$ cat config.mk
export PLATFORM = sky130hd
export DESIGN_NAME = auto_brightness_controller_flat
export DESIGN_NICKNAME = d
export VERILOG_FILES = /design/src/design/abc_pkg.sv /design/src/design/abc_in_if.sv /design/src/design/abc_out_if.sv /design/src/design/abc_cfg_if.sv /design/src/design/abc_cfg_regs.sv /design/src/design/abc_avg.sv /design/src/design/abc_map.sv /design/src/design/abc_level.sv /design/src/design/auto_brightness_controller.sv /design/src/flat_wrapper.sv
export SDC_FILE = /design/constraint.sdc
export NUM_CORES = 1
export LEC_CHECK = 0
export BUFFER_PORTS_ARGS = -buffer_cell sky130_fd_sc_hd__buf_4
export CAP_MARGIN = 40
export CORE_MARGIN = 2
export CORE_UTILIZATION = 45
export CTS_BUF_LIST = sky130_fd_sc_hd__clkbuf_4
export DETAILED_ROUTE_END_ITERATION = 10
export GPL_TIMING_DRIVEN = 0
export SYNTH_ARGS = -nofsm -noshare
export SYNTH_HDL_FRONTEND = slang
export SYNTH_SLANG_ARGS = --single-unit
$ cat constraint.sdc
create_clock -name i_clk -period 15.8 [get_ports i_clk]
set_clock_uncertainty 0.1 [all_clocks]
set_input_delay 0.79 -clock i_clk [delete_from_list [all_inputs] [get_ports i_clk]]
set_output_delay 0.79 -clock i_clk [all_outputs]
set_load 0.01 [all_outputs]
$ cat src/design/abc_pkg.sv
// Package: shared types, constants and the lux-to-level boundary table.
`default_nettype none

package abc_pkg;

    localparam int LUX_W   = 16;
    localparam int LEVEL_W = 8;
    localparam int DELTA_W = 9;
    localparam int IDX_W   = 3;
    localparam int ROM_SIZE = 255;

    typedef enum logic [1:0] {
        CMD_SAMPLE = 2'd0,
        CMD_AUTO   = 2'd1,
        CMD_LEVEL  = 2'd2,
        CMD_ADJUST = 2'd3
    } t_cmd;

    typedef enum logic [IDX_W-1:0] {
        REG_MIN_LEVEL  = 3'd0,
        REG_MAX_LEVEL  = 3'd1,
        REG_AVG_SHIFT  = 3'd2,
        REG_RAMP_UP    = 3'd3,
        REG_RAMP_DOWN  = 3'd4,
        REG_HOLD_UP    = 3'd5,
        REG_HOLD_DOWN  = 3'd6
    } t_reg_idx;

    localparam logic [7:0] RST_MIN_LEVEL = 8'd1;
    localparam logic [7:0] RST_MAX_LEVEL = 8'd100;
    localparam logic [3:0] RST_AVG_SHIFT = 4'd4;
    localparam logic [7:0] RST_RAMP_UP   = 8'd2;
    localparam logic [7:0] RST_RAMP_DOWN = 8'd1;
    localparam logic [7:0] RST_HOLD_UP   = 8'd5;
    localparam logic [7:0] RST_HOLD_DOWN = 8'd6;

    typedef struct packed {
        logic [7:0] min_level;
        logic [7:0] max_level;
        logic [3:0] average_shift;
        logic [7:0] ramp_up_step;
        logic [7:0] ramp_down_step;
        logic [7:0] hold_up_margin;
        logic [7:0] hold_down_margin;
    } t_cfg;

    typedef struct packed {
        t_cmd                       cmd;
        logic                       enable;
        logic [LEVEL_W-1:0]         manual_level;
        logic signed [DELTA_W-1:0]  adjust_delta;
        logic                       auto_old;
        logic                       auto_new;
        logic                       sample_on;
        logic                       reload;
    } t_item;

    typedef logic [ROM_SIZE-1:0][31:0] t_rom;

    localparam logic [63:0] Q62_ONE = 64'h4000_0000_0000_0000;

    function automatic logic [63:0] mul_q62(logic [63:0] a, logic [63:0] b);
        logic [127:0] p;
        p = {64'd0, a} * {64'd0, b};
        return p[125:62];
    endfunction

    function automatic logic [63:0] div_u64(logic [63:0] num, logic [63:0] den);
        logic [63:0] quo;
        logic [64:0] rem;
        quo = '0;
        rem = '0;
        for (int i = 63; i >= 0; i--) begin
            rem = {rem[63:0], num[i]};
            if (rem >= {1'b0, den}) begin
                rem    = rem - {1'b0, den};
                quo[i] = 1'b1;
            end
        end
        return quo;
    endfunction

    function automatic logic [63:0] exp_q62(logic half, logic neg);
        logic [63:0] sum;
        logic [63:0] term;
        logic [63:0] dv;
        logic        done;
        sum  = Q62_ONE;
        term = Q62_ONE;
        done = 1'b0;
        dv   = half ? 64'd30 : 64'd15;
        for (int n = 1; n < 64; n++) begin
            if (!done) begin
                term = div_u64(term, dv * 64'(n));
                if (term == 64'd0) begin
                    done = 1'b1;
                end else if (neg && n[0]) begin
                    sum = sum - term;
                end else begin
                    sum = sum + term;
                end
            end
        end
        return sum;
    endfunction

    function automatic logic [31:0] ceil_q38(logic [63:0] v);
        logic [63:0] c;
        c = (v >> 38) + {63'd0, |v[37:0]};
        return c[31:0];
    endfunction

    function automatic t_rom build_rom();
        t_rom        rom;
        logic [63:0] up;
        logic [63:0] down;
        logic [63:0] base;
        logic [63:0] v;
        logic        capped;
        up     = exp_q62(1'b0, 1'b0);
        down   = exp_q62(1'b0, 1'b1);
        base   = (exp_q62(1'b1, 1'b0) >> 24) * 64'd50;
        rom    = '0;
        rom[50] = ceil_q38(base);
        v = base;
        for (int k = 50; k >= 1; k--) begin
            v = mul_q62(v, down);
            rom[k-1] = ceil_q38(v);
        end
        v = base;
        capped = 1'b0;
        for (int k = 52; k <= ROM_SIZE; k++) begin
            if (!capped) begin
                v = mul_q62(v, up);
                if (v >= Q62_ONE) begin
                    capped = 1'b1;
                end
            end
            rom[k-1] = capped ? 32'hFFFF_FFFF : ceil_q38(v);
        end
        return rom;
    endfunction

    localparam t_rom LEVEL_ROM = build_rom();

    function automatic logic [7:0] clamp_level(logic signed [10:0] v,
                                              logic [7:0] lo, logic [7:0] hi);
        if (v < $signed({3'b000, lo})) begin
            return lo;
        end else if (v > $signed({3'b000, hi})) begin
            return hi;
        end
        return v[7:0];
    endfunction

endpackage

`default_nettype wire

$ cat src/design/abc_in_if.sv
// Interface: command item channel.
`default_nettype none

interface abc_in_if;
    logic              valid;
    logic              ready;
    logic [1:0]        command;
    logic [15:0]       lux;
    logic              enable;
    logic [7:0]        manual_level;
    logic signed [8:0] adjust_delta;

    modport source (output valid, command, lux, enable, manual_level, adjust_delta,
                    input ready);
    modport sink   (input valid, command, lux, enable, manual_level, adjust_delta,
                    output ready);
endinterface

`default_nettype wire

$ cat src/design/abc_out_if.sv
// Interface: result item channel.
`default_nettype none

interface abc_out_if;
    logic       valid;
    logic       ready;
    logic [7:0] level;
    logic       auto_on;
    logic       drive_write;
    logic       notify;

    modport source (output valid, level, auto_on, drive_write, notify, input ready);
    modport sink   (input valid, level, auto_on, drive_write, notify, output ready);
endinterface

`default_nettype wire

$ cat src/design/abc_cfg_if.sv
// Interface: configuration write channel.
`default_nettype none

interface abc_cfg_if;
    logic       valid;
    logic       ready;
    logic [2:0] index;
    logic [7:0] data;

    modport source (output valid, index, data, input ready);
    modport sink   (input valid, index, data, output ready);
endinterface

`default_nettype wire

$ cat src/design/abc_cfg_regs.sv
// Configuration register file.
`default_nettype none

module abc_cfg_regs import abc_pkg::*; (
    input  wire logic i_clk,
    input  wire logic i_rst_n,
    abc_cfg_if.sink   i_cfg,
    output t_cfg      o_cfg
);

    t_cfg r_cfg;
    t_cfg n_cfg;

    assign i_cfg.ready = 1'b1;
    assign o_cfg       = r_cfg;

    always_comb begin
        n_cfg = r_cfg;
        if (i_cfg.valid) begin
            case (t_reg_idx'(i_cfg.index))
                REG_MIN_LEVEL: n_cfg.min_level        = i_cfg.data;
                REG_MAX_LEVEL: n_cfg.max_level        = i_cfg.data;
                REG_AVG_SHIFT: n_cfg.average_shift    = i_cfg.data[3:0];
                REG_RAMP_UP:   n_cfg.ramp_up_step     = i_cfg.data;
                REG_RAMP_DOWN: n_cfg.ramp_down_step   = i_cfg.data;
                REG_HOLD_UP:   n_cfg.hold_up_margin   = i_cfg.data;
                REG_HOLD_DOWN: n_cfg.hold_down_margin = i_cfg.data;
                default:       n_cfg = r_cfg;
            endcase
        end
    end

    always_ff @(posedge i_clk) begin
        if (!i_rst_n) begin
            r_cfg.min_level        <= RST_MIN_LEVEL;
            r_cfg.max_level        <= RST_MAX_LEVEL;
            r_cfg.average_shift    <= RST_AVG_SHIFT;
            r_cfg.ramp_up_step     <= RST_RAMP_UP;
            r_cfg.ramp_down_step   <= RST_RAMP_DOWN;
            r_cfg.hold_up_margin   <= RST_HOLD_UP;
            r_cfg.hold_down_margin <= RST_HOLD_DOWN;
        end else begin
            r_cfg <= n_cfg;
        end
    end

endmodule

`default_nettype wire

$ cat src/design/abc_avg.sv
// Input stage: mode state and exponential lux average.
`default_nettype none

module abc_avg import abc_pkg::*; #(
    parameter int LUX_BITS = 16
) (
    input  wire logic              i_clk,
    input  wire logic              i_rst_n,
    abc_in_if.sink                 i_in,
    input  wire t_cfg              i_cfg,
    input  wire logic              i_ready,
    output logic                   o_valid,
    output t_item                  o_item,
    output logic [LUX_BITS-1:0]    o_avg
);

    localparam int EXT_W = (LUX_BITS > LUX_W) ? LUX_BITS : LUX_W;
    localparam int AW    = EXT_W + 1;
    localparam logic [EXT_W-1:0] LUX_MAX = EXT_W'((64'd1 << LUX_BITS) - 64'd1);

    logic                r_valid;
    t_item               r_item;
    logic [LUX_BITS-1:0] r_avg;
    logic                r_auto;
    logic                r_reload;

    t_item               n_item;
    logic [LUX_BITS-1:0] n_avg;
    logic                n_auto;
    logic                n_reload;

    logic                take;
    logic [EXT_W-1:0]    lux_ext;
    logic [EXT_W-1:0]    lux_sat;
    logic [EXT_W-1:0]    avg_ext;
    logic [AW-1:0]       mask;
    logic [AW-1:0]       rise;
    logic [AW-1:0]       fall;

    assign i_in.ready = !r_valid || i_ready;
    assign take       = i_in.valid && i_in.ready;
    assign o_valid    = r_valid;
    assign o_item     = r_item;
    assign o_avg      = r_avg;

    always_comb begin
        lux_ext = EXT_W'(i_in.lux);
        lux_sat = (lux_ext > LUX_MAX) ? LUX_MAX : lux_ext;
        avg_ext = EXT_W'(r_avg);
        mask    = (AW'(1) << i_cfg.average_shift) - AW'(1);
        rise    = AW'(lux_sat - avg_ext) >> i_cfg.average_shift;
        fall    = (AW'(avg_ext - lux_sat) + mask) >> i_cfg.average_shift;

        n_avg    = r_avg;
        n_auto   = r_auto;
        n_reload = r_reload;

        n_item.cmd          = t_cmd'(i_in.command);
        n_item.enable       = i_in.enable;
        n_item.manual_level = i_in.manual_level;
        n_item.adjust_delta = i_in.adjust_delta;
        n_item.auto_old     = r_auto;
        n_item.sample_on    = 1'b0;
        n_item.reload       = 1'b0;

        case (t_cmd'(i_in.command))
            CMD_SAMPLE: begin
                if (r_auto) begin
                    n_item.sample_on = 1'b1;
                    n_item.reload    = r_reload;
                    n_reload         = 1'b0;
                    if (r_reload) begin
                        n_avg = LUX_BITS'(lux_sat);
                    end else if (lux_sat >= avg_ext) begin
                        n_avg = r_avg + LUX_BITS'(rise);
                    end else begin
                        n_avg = r_avg - LUX_BITS'(fall);
                    end
                end
            end
            CMD_AUTO: begin
                n_auto   = i_in.enable;
                n_reload = 1'b1;
            end
            default: begin
                n_auto   = 1'b0;
                n_reload = 1'b1;
            end
        endcase
        n_item.auto_new = n_auto;
    end

    always_ff @(posedge i_clk) begin
        if (!i_rst_n) begin
            r_valid  <= 1'b0;
            r_avg    <= '0;
            r_auto   <= 1'b0;
            r_reload <= 1'b1;
        end else if (take) begin
            r_valid  <= 1'b1;
            r_avg    <= n_avg;
            r_auto   <= n_auto;
            r_reload <= n_reload;
        end else if (i_ready) begin
            r_valid  <= 1'b0;
        end
    end

    always_ff @(posedge i_clk) begin
        if (take) begin
            r_item <= n_item;
        end
    end

endmodule

`default_nettype wire

$ cat src/design/abc_map.sv
// Map stage: boundary compare, thermometer decode and range clamp.
`default_nettype none

module abc_map import abc_pkg::*; #(
    parameter int LUX_BITS = 16
) (
    input  wire logic              i_clk,
    input  wire logic              i_rst_n,
    input  wire t_cfg              i_cfg,
    input  wire logic              i_valid,
    output logic                   o_ready,
    input  wire t_item             i_item,
    input  wire logic [LUX_BITS-1:0] i_avg,
    input  wire logic              i_ready,
    output logic                   o_valid,
    output t_item                  o_item,
    output logic [LEVEL_W-1:0]     o_mapped
);

    logic               r_valid;
    t_item              r_item;
    logic [LEVEL_W-1:0] r_mapped;

    logic [ROM_SIZE-1:0] therm;
    logic [LEVEL_W-1:0]  count;
    logic                take;

    assign o_ready  = !r_valid || i_ready;
    assign take     = i_valid && o_ready;
    assign o_valid  = r_valid;
    assign o_item   = r_item;
    assign o_mapped = r_mapped;

    always_comb begin
        for (int k = 0; k < ROM_SIZE; k++) begin
            therm[k] = 32'(i_avg) >= LEVEL_ROM[k];
        end
    end

    // ones in the thermometer sit at the low end: binary search for its length
    always_comb begin
        logic [LEVEL_W-1:0] idx;
        logic [LEVEL_W-1:0] probe;
        idx = '0;
        for (int b = LEVEL_W - 1; b >= 0; b--) begin
            probe = idx + (LEVEL_W'(1) << b) - LEVEL_W'(1);
            if (therm[probe]) begin
                idx = idx + (LEVEL_W'(1) << b);
            end
        end
        count = idx;
    end

    always_ff @(posedge i_clk) begin
        if (!i_rst_n) begin
            r_valid <= 1'b0;
        end else if (take) begin
            r_valid <= 1'b1;
        end else if (i_ready) begin
            r_valid <= 1'b0;
        end
    end

    always_ff @(posedge i_clk) begin
        if (take) begin
            r_item   <= i_item;
            r_mapped <= clamp_level({3'b000, count}, i_cfg.min_level, i_cfg.max_level);
        end
    end

endmodule

`default_nettype wire

$ cat src/design/abc_level.sv
// Level stage: hold target, ramp, manual commands and result register.
`default_nettype none

module abc_level import abc_pkg::*; (
    input  wire logic              i_clk,
    input  wire logic              i_rst_n,
    input  wire t_cfg              i_cfg,
    input  wire logic              i_valid,
    output logic                   o_ready,
    input  wire t_item             i_item,
    input  wire logic [LEVEL_W-1:0] i_mapped,
    abc_out_if.source              o_out
);

    logic               r_valid;
    logic [LEVEL_W-1:0] r_level;
    logic [LEVEL_W-1:0] r_hold;
    logic               r_auto_on;
    logic               r_drive;
    logic               r_notify;

    logic [LEVEL_W-1:0] n_level;
    logic [LEVEL_W-1:0] n_hold;
    logic               n_drive;
    logic               n_notify;

    logic                take;
    logic [LEVEL_W-1:0]  hold_eff;
    logic signed [9:0]   diff;
    logic                moved;
    logic [LEVEL_W-1:0]  goal;
    logic [LEVEL_W-1:0]  gap;
    logic [LEVEL_W-1:0]  ramped;
    logic signed [10:0]  adj_sum;
    logic [LEVEL_W-1:0]  target;

    assign o_ready           = !r_valid || o_out.ready;
    assign take              = i_valid && o_ready;
    assign o_out.valid       = r_valid;
    assign o_out.level       = r_level;
    assign o_out.auto_on     = r_auto_on;
    assign o_out.drive_write = r_drive;
    assign o_out.notify      = r_notify;

    always_comb begin
        hold_eff = i_item.reload ? r_level : r_hold;
        diff     = $signed({2'b00, i_mapped}) - $signed({2'b00, hold_eff});
        moved    = (diff >= $signed({2'b00, i_cfg.hold_up_margin}))
                || (diff <= -$signed({2'b00, i_cfg.hold_down_margin}));
        goal     = moved ? i_mapped : hold_eff;

        ramped = r_level;
        if (r_level < goal) begin
            gap    = goal - r_level;
            ramped = r_level + ((gap > i_cfg.ramp_up_step) ? i_cfg.ramp_up_step : gap);
        end else begin
            gap    = r_level - goal;
            ramped = r_level - ((gap > i_cfg.ramp_down_step) ? i_cfg.ramp_down_step : gap);
        end

        adj_sum = $signed({3'b000, r_level})
                + $signed({{2{i_item.adjust_delta[DELTA_W-1]}}, i_item.adjust_delta});
        if (i_item.cmd == CMD_LEVEL) begin
            target = clamp_level({3'b000, i_item.manual_level},
                                 i_cfg.min_level, i_cfg.max_level);
        end else begin
            target = clamp_level({3'b000, clamp_level(adj_sum, i_cfg.min_level,
                                                      i_cfg.max_level)},
                                 i_cfg.min_level, i_cfg.max_level);
        end

        n_level  = r_level;
        n_hold   = r_hold;
        n_drive  = 1'b0;
        n_notify = 1'b0;
        case (i_item.cmd)
            CMD_SAMPLE: begin
                if (i_item.sample_on) begin
                    n_hold   = goal;
                    n_level  = ramped;
                    n_drive  = ramped != r_level;
                    n_notify = ramped != r_level;
                end
            end
            CMD_AUTO: begin
                n_notify = i_item.auto_old != i_item.enable;
            end
            default: begin
                n_level  = target;
                n_drive  = target != r_level;
                n_notify = i_item.auto_old || (target != r_level);
            end
        endcase
    end

    always_ff @(posedge i_clk) begin
        if (!i_rst_n) begin
            r_valid <= 1'b0;
            r_level <= RST_MAX_LEVEL;
            r_hold  <= RST_MAX_LEVEL;
        end else if (take) begin
            r_valid <= 1'b1;
            r_level <= n_level;
            r_hold  <= n_hold;
        end else if (o_out.ready) begin
            r_valid <= 1'b0;
        end
    end

    always_ff @(posedge i_clk) begin
        if (take) begin
            r_auto_on <= i_item.auto_new;
            r_drive   <= n_drive;
            r_notify  <= n_notify;
        end
    end

endmodule

`default_nettype wire

$ cat src/design/auto_brightness_controller.sv
// Top level: automatic display brightness controller.
//
// Channels: i_in takes one command item (lux sample, auto enable, manual
// level or signed manual adjust); o_out gives exactly one result item per
// command (level, auto_on, drive_write, notify). i_cfg writes the seven
// setting registers by index; unused indexes are dropped. It is always ready.
// Throughput: one item per cycle while o_out.ready is high. Three
// registered stages carry the item: average update, boundary compare
// against the level table, then hold, ramp and manual commands into the
// output register.
// Stall: while o_out.ready is low the result holds and the earlier stages
// keep filling; i_in.ready drops once all three stages hold an item.
// Reset: settings take their defaults, level and hold target are 100,
// auto mode is off, the average is zero and the next sample reloads it.
`default_nettype none

module auto_brightness_controller import abc_pkg::*; #(
    parameter int LUX_BITS = 16
) (
    input  wire logic i_clk,
    input  wire logic i_rst_n,
    abc_in_if.sink    i_in,
    abc_out_if.source o_out,
    abc_cfg_if.sink   i_cfg
);

    t_cfg                cfg;
    logic                s1_valid;
    t_item               s1_item;
    logic [LUX_BITS-1:0] s1_avg;
    logic                s2_ready;
    logic                s2_valid;
    t_item               s2_item;
    logic [LEVEL_W-1:0]  s2_mapped;
    logic                s3_ready;

    abc_cfg_regs u_cfg (
        .i_clk   (i_clk),
        .i_rst_n (i_rst_n),
        .i_cfg   (i_cfg),
        .o_cfg   (cfg)
    );

    abc_avg #(.LUX_BITS(LUX_BITS)) u_avg (
        .i_clk   (i_clk),
        .i_rst_n (i_rst_n),
        .i_in    (i_in),
        .i_cfg   (cfg),
        .i_ready (s2_ready),
        .o_valid (s1_valid),
        .o_item  (s1_item),
        .o_avg   (s1_avg)
    );

    abc_map #(.LUX_BITS(LUX_BITS)) u_map (
        .i_clk    (i_clk),
        .i_rst_n  (i_rst_n),
        .i_cfg    (cfg),
        .i_valid  (s1_valid),
        .o_ready  (s2_ready),
        .i_item   (s1_item),
        .i_avg    (s1_avg),
        .i_ready  (s3_ready),
        .o_valid  (s2_valid),
        .o_item   (s2_item),
        .o_mapped (s2_mapped)
    );

    abc_level u_level (
        .i_clk    (i_clk),
        .i_rst_n  (i_rst_n),
        .i_cfg    (cfg),
        .i_valid  (s2_valid),
        .o_ready  (s3_ready),
        .i_item   (s2_item),
        .i_mapped (s2_mapped),
        .o_out    (o_out)
    );

endmodule

`default_nettype wire

$ cat src/flat_wrapper.sv
// flat-port wrapper written by rule: the top's interface ports become plain ports
module auto_brightness_controller_flat import abc_pkg::*;
#(
    parameter int LUX_BITS = 16
)
  (i_clk, i_rst_n, i_in_valid, i_in_command, i_in_lux, i_in_enable, i_in_manual_level, i_in_adjust_delta, i_in_ready, o_out_valid, o_out_level, o_out_auto_on, o_out_drive_write, o_out_notify, o_out_ready, i_cfg_valid, i_cfg_index, i_cfg_data, i_cfg_ready);
  abc_in_if i_in_i ();
  abc_out_if o_out_i ();
  abc_cfg_if i_cfg_i ();
  input  wire logic i_clk;
  input  wire logic i_rst_n;
  input wire logic [$bits(i_in_i.valid)-1:0] i_in_valid;
  input wire logic [$bits(i_in_i.command)-1:0] i_in_command;
  input wire logic [$bits(i_in_i.lux)-1:0] i_in_lux;
  input wire logic [$bits(i_in_i.enable)-1:0] i_in_enable;
  input wire logic [$bits(i_in_i.manual_level)-1:0] i_in_manual_level;
  input wire logic [$bits(i_in_i.adjust_delta)-1:0] i_in_adjust_delta;
  output wire logic [$bits(i_in_i.ready)-1:0] i_in_ready;
  output wire logic [$bits(o_out_i.valid)-1:0] o_out_valid;
  output wire logic [$bits(o_out_i.level)-1:0] o_out_level;
  output wire logic [$bits(o_out_i.auto_on)-1:0] o_out_auto_on;
  output wire logic [$bits(o_out_i.drive_write)-1:0] o_out_drive_write;
  output wire logic [$bits(o_out_i.notify)-1:0] o_out_notify;
  input wire logic [$bits(o_out_i.ready)-1:0] o_out_ready;
  input wire logic [$bits(i_cfg_i.valid)-1:0] i_cfg_valid;
  input wire logic [$bits(i_cfg_i.index)-1:0] i_cfg_index;
  input wire logic [$bits(i_cfg_i.data)-1:0] i_cfg_data;
  output wire logic [$bits(i_cfg_i.ready)-1:0] i_cfg_ready;
  assign i_in_i.valid = i_in_valid;
  assign i_in_i.command = i_in_command;
  assign i_in_i.lux = i_in_lux;
  assign i_in_i.enable = i_in_enable;
  assign i_in_i.manual_level = i_in_manual_level;
  assign i_in_i.adjust_delta = i_in_adjust_delta;
  assign i_in_ready = i_in_i.ready;
  assign o_out_valid = o_out_i.valid;
  assign o_out_level = o_out_i.level;
  assign o_out_auto_on = o_out_i.auto_on;
  assign o_out_drive_write = o_out_i.drive_write;
  assign o_out_notify = o_out_i.notify;
  assign o_out_i.ready = o_out_ready;
  assign i_cfg_i.valid = i_cfg_valid;
  assign i_cfg_i.index = i_cfg_index;
  assign i_cfg_i.data = i_cfg_data;
  assign i_cfg_ready = i_cfg_i.ready;
  auto_brightness_controller #(.LUX_BITS(LUX_BITS)) u_core (.i_clk(i_clk), .i_rst_n(i_rst_n), .i_in(i_in_i), .o_out(o_out_i), .i_cfg(i_cfg_i));
endmodule
# After elaboration in Yosys (flattened, before gate mapping)
# Index checks and enable logic that the tools add are counted.
dict set report word_totals {
  regBits 148
  inputBits 52
  out_inout_bits 14
}
dict set report classes {
  n_addsub 27
  order_cmp 162
  n_eq_ne 14
  n_shift 3
  mux 71
  bitwise_logic 1
  reduce_logical 29
}
# cell count
set op_table {}
lappend op_table {{8-bit two-way mux} 28}
lappend op_table {{16-bit by 11-bit greater-or-equal comparator with 1-bit output, second input constant} 11}
lappend op_table {{16-bit by 14-bit greater-or-equal comparator with 1-bit output, second input constant} 11}
lappend op_table {{16-bit greater-or-equal comparator, second input constant} 11}
lappend op_table {{16-bit by 5-bit greater-or-equal comparator with 1-bit output, second input constant} 11}
lappend op_table {{16-bit by 7-bit greater-or-equal comparator with 1-bit output, second input constant} 11}
lappend op_table {{16-bit by 9-bit greater-or-equal comparator with 1-bit output, second input constant} 11}
lappend op_table {{16-bit by 10-bit greater-or-equal comparator with 1-bit output, second input constant} 10}
lappend op_table {{16-bit by 12-bit greater-or-equal comparator with 1-bit output, second input constant} 10}
lappend op_table {{16-bit by 13-bit greater-or-equal comparator with 1-bit output, second input constant} 10}
lappend op_table {{16-bit by 15-bit greater-or-equal comparator with 1-bit output, second input constant} 10}
lappend op_table {{16-bit by 6-bit greater-or-equal comparator with 1-bit output, second input constant} 10}
lappend op_table {{16-bit by 8-bit greater-or-equal comparator with 1-bit output, second input constant} 10}
lappend op_table {{16-bit by 4-bit greater-or-equal comparator with 1-bit output, second input constant} 8}
lappend op_table {{16-bit by 3-bit greater-or-equal comparator with 1-bit output, second input constant} 4}
lappend op_table {{8-bit by 9-bit < comparator with 1-bit output, second input constant} 7}
lappend op_table {{1-bit binary-select mux with 8-bit select} 7}
lappend op_table {{8-bit by 1-bit subtractor with 8-bit output, second input constant} 7}
lappend op_table {{16-bit two-way mux} 3}
lappend op_table {{8-bit > comparator} 5}
lappend op_table {{17-bit by 4-bit right shift with 16-bit output} 2}
lappend op_table {{16-bit by 16-bit subtractor with 17-bit output} 2}
lappend op_table {{16-bit by 2-bit greater-or-equal comparator with 1-bit output, second input constant} 2}
lappend op_table {{8-bit < comparator} 4}
lappend op_table {{other kinds (45)} 102}

# Depth between registers and ports, before layout
dict set report depth {
  word_depth 42
  mapped_depth 53
  mapped_depth_nobuf 51
}

# By module
# Synthesis repeated with hierarchy kept, for this count alone.
dict set report unflattened {
  cells_unflattened 2664
  hier_area_um2 20592.2
}
# mod instances cells_per_inst area_each_um2 seq_area_each_um2
set by_module_without_submodules {}
lappend by_module_without_submodules {abc_avg 1 906 7168.1 1101.1}
lappend by_module_without_submodules {abc_level 1 797 5994.5 430.4}
lappend by_module_without_submodules {abc_map 1 768 5418.9 980.9}
lappend by_module_without_submodules {abc_cfg_regs 1 193 2010.7 1041.0}

# Worst setup path after synthesis
# Ideal clock, no wire load.
dict set report synth_timing {
  kind {reg2reg}
  start {register u_core.u_map.r_item (netlist bit u_core.u_map.o_item[0])}
  end {register u_core.u_level.r_notify, in the netlist u_core.u_level.o_out.notify (data pin)}
  setup_ps 266
  arrival_time_ps 9103
  t_required_ps 15434
  slack_ps 6331
  path_stages_with_launch 52
  n_path_buf 3
  synth_period_minus_slack_ps 9469
  cell_sequence {edfxtp_1 > clkbuf_1 > mux2i_1 > ha_1 > nor2b_1 > o21ai_0 > nand2b_1 > a21o_1 > a21o_1 > a21o_1 > a21oi_1 > xnor2_1 > ha_1 > and4_1 > nand3_1 > nor2_1 > a221oi_1 > nand3_1 > (+16 left out) > o21ai_1 > clkbuf_1 > nand2_1 > o21ai_0 > ha_1 > mux2_2 > inv_1 > ha_1 > a21oi_1 > o21ai_0 > a21oi_1 > o21bai_1 > a21o_1 > a21oi_1 > xnor2_1 > nand3_1 > a32o_1 > o21bai_1}
}
dict set report synth_between {
  elab_chain_len 13
  word_cells_on_any_way 19
  cone_classes {add/sub (5); order compare (5); eq/ne (1); mux (7); reduce/logical (1)}
}
# item line
set synth_rtl {}
lappend synth_rtl {{start: declaration} abc_map.sv:21} ;# t_item r_item;
lappend synth_rtl {{start signal: assignment} abc_map.sv:66} ;# r_item <= i_item;
lappend synth_rtl {{8-bit two-way mux (*)} abc_level.sv:46} ;# hold_eff = i_item.reload ? r_level : r_hold;
lappend synth_rtl {{8-bit by 8-bit subtractor with 9-bit output} abc_level.sv:47} ;# diff = $signed({2'b00, i_mapped}) - $signed({2'b00, hold_eff});
lappend synth_rtl {{9-bit by 10-bit <= comparator with 1-bit output or 9-bit greater-or-equal comparator (tied branches)} {abc_level.sv:49, abc_level.sv:48}}
lappend synth_rtl {{1-bit logical OR} abc_level.sv:49} ;# || (diff <= -$signed({2'b00, i_cfg.hold_down_margin}));
lappend synth_rtl {{8-bit two-way mux (*)} abc_level.sv:50} ;# goal = moved ? i_mapped : hold_eff;
lappend synth_rtl {{via u_core.u_level.goal[0]} abc_level.sv:31} ;# logic [LEVEL_W-1:0] goal;
lappend synth_rtl {{8-bit subtractor (on tied branches)} {abc_level.sv:57, abc_level.sv:54}}
lappend synth_rtl {{8-bit > comparator (on tied branches)} {abc_level.sv:58, abc_level.sv:55}}
lappend synth_rtl {{8-bit two-way mux (on tied branches)} {abc_level.sv:58, abc_level.sv:55}}
lappend synth_rtl {{8-bit subtractor or 8-bit adder (tied branches)} {abc_level.sv:58, abc_level.sv:55}}
lappend synth_rtl {{8-bit two-way mux (*)} abc_level.sv:53} ;# if (r_level < goal) begin
lappend synth_rtl {{8-bit inequality test (*)} abc_level.sv:82} ;# n_notify = ramped != r_level;
lappend synth_rtl {{1-bit two-way mux (*)} abc_level.sv:78} ;# if (i_item.sample_on) begin
lappend synth_rtl {{1-bit one-hot mux with 2 select lines (*)} abc_level.sv:76} ;# case (i_item.cmd)
lappend synth_rtl {{via u_core.u_level.n_notify} abc_level.sv:25} ;# logic n_notify;
lappend synth_rtl {{end signal: assignment} abc_level.sv:114} ;# r_notify <= n_notify;
lappend synth_rtl {{end: declaration} abc_level.sv:20} ;# logic r_notify;
# Mark *: on every way through the listed nets, which the timed path passes. The rest lies on a longest branch.
# A chain may end at the register's enable or synchronous reset.

# Worst setup path in the final report
# Same ends and word-level chain as after synthesis.

==> reports/results.tsv <==
stage	metric	value	unit
worst_setup_path	cp.arrival	11520	ps
synthesis	synth-edff-count	59	
global_routing	first_global_vias	18376	
final_layout	final_common_cell	nand2_1	
routing	drtIter0Drc	2533	
synthesis	synth_top_area_share	0.133	
clock_network	path_clk_slew	160	ps
final_layout	final_cell_mix	nand2_1, ha_1, a21oi_1	
clock_network	cts_root_buffer	clkbuf_4	
synthesis	ys.flop_type	dfxtp_1	
global_routing	grt_max_degree	26	
synthesis	synth_area	0.0185	mm2
final_layout	multiInputGateArea	0.0137	mm2
synthesis	synthArstFlopShare	0	
power	p_leak	8.83	nW
sta	finalHoldViolations	0	
worst_setup_path	worst_r2r_path_depth	52	
sta	setup-tns-final	0	ps
clock_network	cts.sinks	148	
clock_network	h-tree-depth	4	
placement	io_buffers	63	
clock_network	cts.repair.resized	0	
worst_setup_path	worstPathMaxFanout	10	
clock_network	holdBufCountCts	0	
synthesis	postSynthAreaPerCell	7.74	um2
floorplan	core-area	0.0406	mm2
clock_network	cts_tree	built	
floorplan	dieArea	0.0427	mm2
hold_path	hold_class	primary input to register	
synthesis	syn_nets	2662	
flow_run	max_cap_viol_count	0	
clock_network	clock_path_buffers	2	
hold_path	hold_depth	1	
routing	vias_per_cell	6.46	
floorplan	die_y	207	um
synthesis	synth_cells	2389	
final_layout	fillers	4130	
sta	holdWs	198	ps
clock_network	clk_latency	670	ps
sta	period_needed	11210	ps
routing	ant_nets	0	
synthesis	yosys_warnings	0	
final_layout	final-seq-area	0.00355	mm2
synthesis	ys_seq_area_frac	0.192	
synthesis	yosysTopAreaCell	ha_1	
global_routing	grt-ovfl-total	0	
synthesis	ys_types	104	
clock_network	numCtsBuffers	17	
global_routing	grt_antenna_before_repair	1	
sta	rsz0062_at_grt	no	
floorplan	io_pins	66	
placement	placed_cells	3013	
final_layout	nets	2774	
routing	routedWlPerCell	25.2	um
sta	relSlewSlack	0.329	
floorplan	start_util	0.455	
global_routing	track_usage	0.359	
floorplan	die_w	207	um
final_layout	drive_gt1_frac	0.0871	
power	ir_worst_vdd	0.0415	mV
worst_setup_path	cp.required	16120	ps
synthesis	synth_area_leaders	ha_1, dfxtp_1, edfxtp_1, nand2_1, a21oi_1	
routing	dr.pass1.iters	8	
sta	worstMarginPinSlew	994	ps
routing	drcViolationCount	0	
global_routing	grt_pass1_wl	114000	um
floorplan	rows	74	
worst_setup_path	max_stage_delay	460	ps
clock_network	cts_setup_buffers	0	
run_status	status	finished clean	
synthesis	ys_ff_latch	148	
sta	final-setup-viol-count	0	
final_layout	layoutNonFillerInstCount	3048	
sta	drv_slew	0	
power	power_density	74.2	mW/mm2
final_layout	areaGrowthSynthToFinish	9.07	%
routing	via_count	19695	
routing	wirelength	76900	um
placement	place_congestion	1.05	
placement	hpwl	61600	um
sta	fmaxAchievable	89.2	MHz
worst_setup_path	end_kind	register	
sta	finalCritPeriodShare	0.709	
worst_setup_path	cp_common_cell	a21oi_1	
worst_setup_path	crit_path_start_kind	register	
worst_setup_path	path_class	register to register	
worst_setup_path	crit_slowest_cell	clkbuf_1	
[per-layer routing]
| metal | up-vias | part of all wire | track usage |
|---|---|---|---|
| met4 | 0 | 0.053 | 0.174 |
| met2 | 1128 | 0.45 | 0.583 |
| met1 | 9368 | 0.41 | 0.449 |
| met3 | 243 | 0.088 | 0.0791 |
| li1 | 8956 | - | - |
| met5 | - | 0 | 0 |
[path summary, 6_finish.rpt]
check                               start                          end  slack [ps]
setup / recovery   u_core.u_map.o_item[0]  u_core.u_level.o_out.notify        4590
hold / removal       i_in_adjust_delta[2]       u_core.u_avg.o_item[6]         200
setup reg to reg   u_core.u_map.o_item[0]  u_core.u_level.o_out.notify        4590
hold reg to reg   u_core.u_avg.o_item[18]      u_core.u_map.o_item[18]         330
[registers in the layout, indices dropped and copies added, names as in the netlist, 8 cells and up]
name                        cells
u_core.u_level.o_out.level      8
u_core.u_cfg.o_cfg             52
u_core.u_map.o_mapped           8
u_core.u_avg.o_avg             16
u_core.u_map.o_item            24
u_core.u_level.r_hold           8
u_core.u_avg.o_item            24
[worst max-delay path, delay by kind of cell (launching register included)]
family / cells / cell delay [ps]
flip-flops: 1 / 360
AO/OA/AOI/OAI: 24 / 4870
buffers and inverters: 5 / 1340
multiplexers: 1 / 430
AND/OR/NAND/NOR: 12 / 1350
adder cells (fa/ha/maj): 6 / 1810
XOR/XNOR: 4 / 670
[cell families (layout without fill, tap and decap cells)]
kind of cell,after synthesis,count (layout),share of synthesized area
DFF,148,148,0.192
other,1,3,0.000203
adders and majority gates,223,223,0.160
AOI/OAI and AO/OA,778,778,0.283
buffers and inverters,320,445,0.0695
and+or+nand+nor,719,719,0.187
muxes,100,100,0.0596
xor gates and xnor gates,100,100,0.0474
[synthesized netlist by cell type, drive strengths merged (28+ instances only)]
library cell	instances
a21boi	49
o211ai	64
o21ai	148
nor2	159
a211oi	34
a21oi	191
xor2	29
dfxtp	89
edfxtp	59
a31oi	29
nor2b	28
nand2	267
inv	189
buf	34
clkbuf	94
nand3	57
mux2i	82
a21o	56
xnor2	71
nor3	52
ha	197
[cell type report]
cell class                 instances  share of cell area
inverter                         192              0.0361
buffer                           128              0.0276
antenna                            2            0.000248
timing repair buffer              93              0.0353
sequential                       148               0.176
clock buffer                      18             0.00670
clock inverter                    14             0.00695
multi-input combinational       1921               0.678
tap                              532              0.0330
[report_power, final]
group	internal (mW)	leakage [nW]	switching, mW
Combinational	0.325	7.39	0.498
Sequential	0.413	1.29	0.0127
Clock	0.0723	0.146	0.173
Total	0.811	8.83	0.685
[metrics by stage]
step | worst slack, ps | util | cell area [um2] | total power, mW
2_1_floorplan | 6330 | - | 18500 | 1.00
5_1_grt | 3660 | 0.496 | 20200 | 1.59
4_1_cts | 4680 | 0.495 | 20100 | 1.48
3_3_place_gp | 4920 | 0.483 | 19600 | 1.21
6_report | 4590 | 0.496 | 20200 | 1.50
3_5_place_dp | 4700 | 0.489 | 19900 | 1.23
No activity file was read; power rests on OpenSTA's default activity.
